==> src/sv/gshp_ram.sv <==
// generic single-write, single-read ram with registered read data
`default_nettype none
module gshp_ram #(
  parameter int WIDTH = 2,
  parameter int DEPTH = 16
) (
  input  wire logic                     clk,
  input  wire logic                     we,
  input  wire logic [$clog2(DEPTH)-1:0] waddr,
  input  wire logic [WIDTH-1:0]         wdata,
  input  wire logic                     re,
  input  wire logic [$clog2(DEPTH)-1:0] raddr,
  output logic      [WIDTH-1:0]         rdata
);

  logic [WIDTH-1:0] mem [DEPTH];

  always_ff @(posedge clk) begin
    if (we) begin
      mem[waddr] <= wdata;
    end
    if (re) begin
      rdata <= mem[raddr];
    end
  end

endmodule
`default_nettype wire

==> config.mk <==
export PLATFORM = sky130hd
export DESIGN_NAME = gshp_ram
export DESIGN_NICKNAME = d
export VERILOG_FILES = /design/src/sv/gshp_ram.sv
export SDC_FILE = /design/constraint.sdc
export NUM_CORES = 1
export LEC_CHECK = 0
export CAP_MARGIN = 20
export CORE_UTILIZATION = 42
export CTS_CLUSTER_DIAMETER = 50
export CTS_CLUSTER_SIZE = 8
export DETAILED_ROUTE_END_ITERATION = 10
export DONT_BUFFER_PORTS = 1
export PLACE_DENSITY_LB_ADDON = 0.15
export SETUP_SLACK_MARGIN = 0.2
export SLEW_MARGIN = 15
export SYNTH_ARGS = -nofsm -noshare
export SYNTH_HDL_FRONTEND = slang
export SYNTH_SLANG_ARGS = --single-unit
==> constraint.sdc <==
create_clock -name clk -period 1.3 [get_ports clk]
set_input_delay 0.26 -clock clk [delete_from_list [all_inputs] [get_ports clk]]
set_output_delay 0.26 -clock clk [all_outputs]
set_load 0.05 [all_outputs]
==> out/qor.csv, run 1 <==
metric,value,unit
synth_cell_types,14,
slew_headroom,0.6860,
dr.pass1.iters,4,
n_antenna_cell,0,
htreeDepth,2,
dr_wl_met3,135,um
ys.flop_type,edfxtp_1,
leakagePower,0.4935,nW
maxCapViolations,0,
ir_worst_vdd,0.6932,mV
period_share,1.033,
status,finished with violations,
drt-initial-drc-count,38,
postLayoutCoreUtil,0.5125,
rows,20,
top_layer,met4,
finalSetupViolations,2,
grt_usage,0.1632,
hold_class,input port to flop,
root_buffer,clkbuf_4,
fillers,285,
ys_ff_latch,34,
cts_buffers,5,
clock_skew,0.007343,ns
cts_num_sinks,34,
hold_depth,0,
synth_top_area_frac,0.7292,
die-width,59.74,um
min_to,rdata[1]$_DFFE_PP_,
ys_top_cells_by_count,"34 x edfxtp_1, 13 x nor2_1, 5 x nand3_1",
drt-total-wl,2387,um
synth_top_family_by_area,multiplexers,
die_y,59.74,um
antenna_found_initial,0,
rsz0062_at_grt,yes,
worstPathRequired,1.39,ns
syn_area_per_cell,17.95,um2
clk_latency,0.33,ns
synthesis.area,1400,um2
wl_met2,1202,um
syn2layout_area_growth,13.58,%
postSynthCellCount,78,
p_per_area,1183,nW/um2
drive_gt1_frac,0.1758,
yosysWarningCount,0,
muxShareOfSynthArea,0.1394,
synth_edf_count,34,
worst_pin_slew,0.4720,ns
wl_per_cell,17.68,um
syn_nets,91,
place_inst,120,
initial_core_util,0.4512,
setup_slack,-0.04346,ns
r2r_slack,-0.04,ns
synthAdderAreaFrac,0,
final_nets,103,
m1WireLength,996,um
grt_max_degree,11,
die_area,3568,um2
dpl.hpwl,1574,um
ant_nets,0,
r2r_cells,3,
drc,0,
slew_violations,0,
clkTransAtPathRegs,0.10,ns
cp.arrival,1.43,ns
yosysTopAreaCell,edfxtp_1,
power.total,1.881,mW
r2r-start,mem[2][0]$_DFFE_PP_,
synth_most_common_cell,edfxtp_1,
cts_tree,done,
yosysSeqAreaShare,0.7292,
via_count,714,
synthXorXnorAreaFrac,0,
min_period,1.343,ns
coreArea,3103,um2
ioPinCount,15,
startpoint_type,flop,
grt-ovfl-total,0,
finalNonFillerCells,135,
violations,setup timing,
place_congestion,0.6939,
synth-simple-area-share,0.1099,
clockBufferDepth,2,
grt_pass1_wl,3594,um
reg2reg_to,rdata[0]$_DFFE_PP_,
holdCritStartpoint,re,
endpoint_kind,flop,
critPathKind,flop to flop,
worstPathMaxFanout,1,
portBuffers,0,
yosys-top-cells-area,"edfxtp_1 73%, mux4_1 7.5%, mux4_2 6.4%, nor2_1 3.5%, nand3_1 1.8%",
grt_pass1_vias,742,
async_flop_share,0,
synth_compound_area_frac,0.01072,
vias_per_cell,5.289,
fmax,0.7443,GHz
finalHoldViolCount,0,
setup_tns,-0.08492,ns
[flip-flops by register name, indices dropped and copies added (netlist names)]
register	cells
mem	32
rdata	2
[cells in the final DEF (no fill, tap or decap), drive strengths merged]
cell / instances
clkbuf: 5
mux4: 8
nand2b: 2
nor3: 4
edfxtp: 34
dlygate4sd3: 7
nor2b: 2
clkinv: 3
a22oi: 2
nor2: 13
nand3: 5
nand3b: 2
nand2: 3
or3b: 1
[worst max-delay path: stages (launching register included)]
cell	delay (ns)
edfxtp_1	0.37
mux4_2	0.48
a22oi_2	0.16
nand3_1	0.09
[routing by layer]
metal,up-vias,GRT usage
met5,-,0
met4,0,0.08970
met3,6,0.07576
met2,20,0.2698
met1,351,0.1716
li1,337,-
[cell type report]
type / count / area (um2) / share of cell area
flip-flops and latches: 34 / 1021 / 0.6420
multi-input cells: 42 / 395.4 / 0.2486
repair buffers: 7 / 70.07 / 0.04406
well taps: 44 / 55.05 / 0.03462
clock inverters: 3 / 11.26 / 0.007081
clock buffers: 5 / 37.54 / 0.02360
[timing repair]
action                                  4_1_cts  5_1_grt
endpoints found under the setup margin        4        4
pin swaps                                     2        0
gates resized for setup                       2        0
endpoints found under the hold margin        14       13
hold buffers                                  4        3
setup buffers                                 0        0
[cells by family (layout without fill, tap and decap cells)]
| logic type | after synthesis | count (layout) |
|---|---|---|
| AO/OA/AOI/OAI | 2 | 2 |
| multiplexers | 8 | 8 |
| flip-flops | 34 | 34 |
| buffers and inverters | 2 | 15 |
| AND/OR/NAND/NOR | 32 | 32 |
[how the worst max path moves through the flow]
stage                             start  slack, ns  cells past startpoint            endpoint
floorplan                      raddr[0]      -0.06                      4  rdata[0]$_DFFE_PP_
global placement    mem[3][0]$_DFFE_PP_      -0.06                      3  rdata[0]$_DFFE_PP_
detailed placement  mem[2][0]$_DFFE_PP_      -0.08                      3  rdata[0]$_DFFE_PP_
CTS                 mem[2][0]$_DFFE_PP_      -0.06                      3  rdata[0]$_DFFE_PP_
global route        mem[2][0]$_DFFE_PP_      -0.11                      3  rdata[0]$_DFFE_PP_
finish              mem[2][0]$_DFFE_PP_      -0.04                      3  rdata[0]$_DFFE_PP_
[power by group]
group	leakage (nW)	internal [mW]	switching, mW
Sequential	0.309	1.23	0.0248
Clock	0.0277	0.192	0.319
Combinational	0.157	0.0600	0.0521
Total	0.494	1.49	0.395
[stage by stage]
step | setup slack [ns] | hold slack (ns) | area [um2]
global route | -0.1084 | 0.004544 | 1590
CTS | -0.05750 | 0.00009681 | 1560
global placement | -0.05751 | 0.3595 | 1461
floorplan | -0.05514 | 0.3589 | 1430
detailed placement | -0.08436 | 0.3596 | 1461
finish | -0.04346 | 0.03289 | 1590
(Power assumes the default switching activity.)
==> inputs of run 2 (changes only) <==
- BUFFER_PORTS_ARGS: unset -> -buffer_cell sky130_fd_sc_hd__buf_2
- DONT_BUFFER_PORTS: 1 -> unset
==> run 2 against run 1 <==
The flow still finishes with violations (setup timing). Global-route usage down 0.15 points. Power up 3.3%. First-iteration DRC count up 21%. Critical path depth stayed put. Wire length is 1.3% lower. Maximum frequency fell by 2.1%. Combinational power up 50%. Clock-buffer cell count is 1 higher.
==> out/qor.csv, run 2 (synthesis results as in run 1) <==
metric,value,unit
status,finished with violations,
violations,setup timing,
worstPathRequired,1.39,ns
portBuffers,14,
finalHoldViolCount,0,
finalSetupViolations,2,
fmax,0.7287,GHz
p_per_area,1192,nW/um2
cts_tree,done,
endpoint_kind,flop,
ir_worst_vdd,0.5811,mV
syn2layout_area_growth,16.35,%
slew_headroom,0.6925,
final_nets,114,
coreArea,3103,um2
place_congestion,0.7472,
final_cell_mix,"34 x edfxtp_1, 12 x buf_2, 10 x nor2_1",
cts.hold.buffers_added,0,
largest_reg_flops,32,
ioPinCount,15,
grt_pass1_wl,3815,um
grt_busiest_layer,met2,
drive_gt1_frac,0.3333,
rows,20,
htreeDepth,2,
via_count,760,
leakagePower,0.5440,nW
drc,0,
worstPathMaxFanout,1,
layout_commonest_cell,edfxtp_1,
die_y,59.74,um
cts_num_sinks,34,
clkTransAtPathRegs,0.10,ns
grtUsageMet1,0.1950,
slew_violations,0,
startpoint_type,flop,
rsz0062_at_grt,yes,
final_area,1629,um2
drt-total-wl,2357,um
dr.pass1.iters,6,
clock_skew,0.007207,ns
clk_latency,0.33,ns
grt-ovfl-total,0,
die-width,59.74,um
top_register,mem,
grt_usage,0.1617,
hold_depth,1,
top_regs,"mem (32), rdata (2)",
grt_pass1_vias,779,
maxCapViolations,0,
globalRouteMet3Util,0.04762,
place_inst,138,
worst_pin_slew,0.4577,ns
finalNonFillerCells,146,
root_buffer,clkbuf_4,
setup_tns,-0.1330,ns
n_antenna_cell,0,
grt_max_degree,17,
initial_core_util,0.4512,
min_period,1.372,ns
ant_nets,0,
cp.arrival,1.46,ns
die_area,3568,um2
cts_buffers,5,
critPathKind,flop to flop,
period_share,1.056,
vias_per_cell,5.205,
grtUsageMet2,0.2508,
hold_class,input port to flop,
dpl_cell_area,1562,um2
antenna_found_initial,0,
drt-initial-drc-count,46,
dpl.hpwl,1724,um
r2r_cells,3,
setup_slack,-0.07225,ns
wl_per_cell,16.14,um
clockBufferDepth,2,
[run 2: cell types whose count changed in the layout (fill, tap and decap cells not counted), moves of 2 or more]
cell           change
buf_2             +12
buf_4              +4
clkinv_1           -2
dlygate4sd3_1      -7
buf_6              +2
[run 2: worst paths after layout]
path | startpoint | to | slack (ns)
min | re | rdata[1]$_DFFE_PP_ | 0.14
max | mem[2][0]$_DFFE_PP_ | rdata[0]$_DFFE_PP_ | -0.07
max reg2reg | mem[2][0]$_DFFE_PP_ | rdata[0]$_DFFE_PP_ | -0.07
min reg2reg | mem[8][1]$_DFFE_PP_ | rdata[1]$_DFFE_PP_ | 0.76
[run 2: repair_timing]
item	in CTS	in global routing
hold endpoints to repair	0	0
buffers inserted	0	0
resized for setup	5	0
pin swaps	1	0
endpoints found under the setup margin	4	4
[run 2: worst max-delay path: stages (launching register included)]
cell	delay [ns]
edfxtp_1	0.39
mux4_2	0.47
a22oi_1	0.19
nand3_1	0.08
[run 2: final cells by class]
type                            count  area, um2
Clock buffer                        6      41.29
Fill cell                         274       1474
Tap cell                           44      55.05
Sequential cell                    34       1021
Clock inverter                      2      8.758
Multi-Input combinational cell     42      390.4
Timing Repair Buffer               18      112.6
[run 2: through the flow]
stage	util	hold slack, ns	total power, mW	worst slack (ns)
final	0.5250	0.1417	1.942	-0.07225
after CTS	0.5250	0.1243	1.972	-0.07161
after detailed placement	0.5032	0.4855	1.425	-0.2796
after global routing	0.5250	0.1264	2.031	-0.1322
after global placement	0.5032	0.4843	1.422	-0.2552
after floorplan	-	0.3589	1.361	-0.05514
[run 2: power by group]
group / internal, mW / switching (mW)
sequential: 1.23 / 0.00757
clock: 0.203 / 0.331
combinational: 0.0730 / 0.0950
[run 2: routing by layer]
metal | vias up | share of wire | wire [um]
li1 | 359 | - | -
met1 | 370 | 0.44 | 1026
met2 | 23 | 0.50 | 1169
met3 | 8 | 0.040 | 94
met4 | 0 | 0.028 | 66
met5 | - | 0 | 0
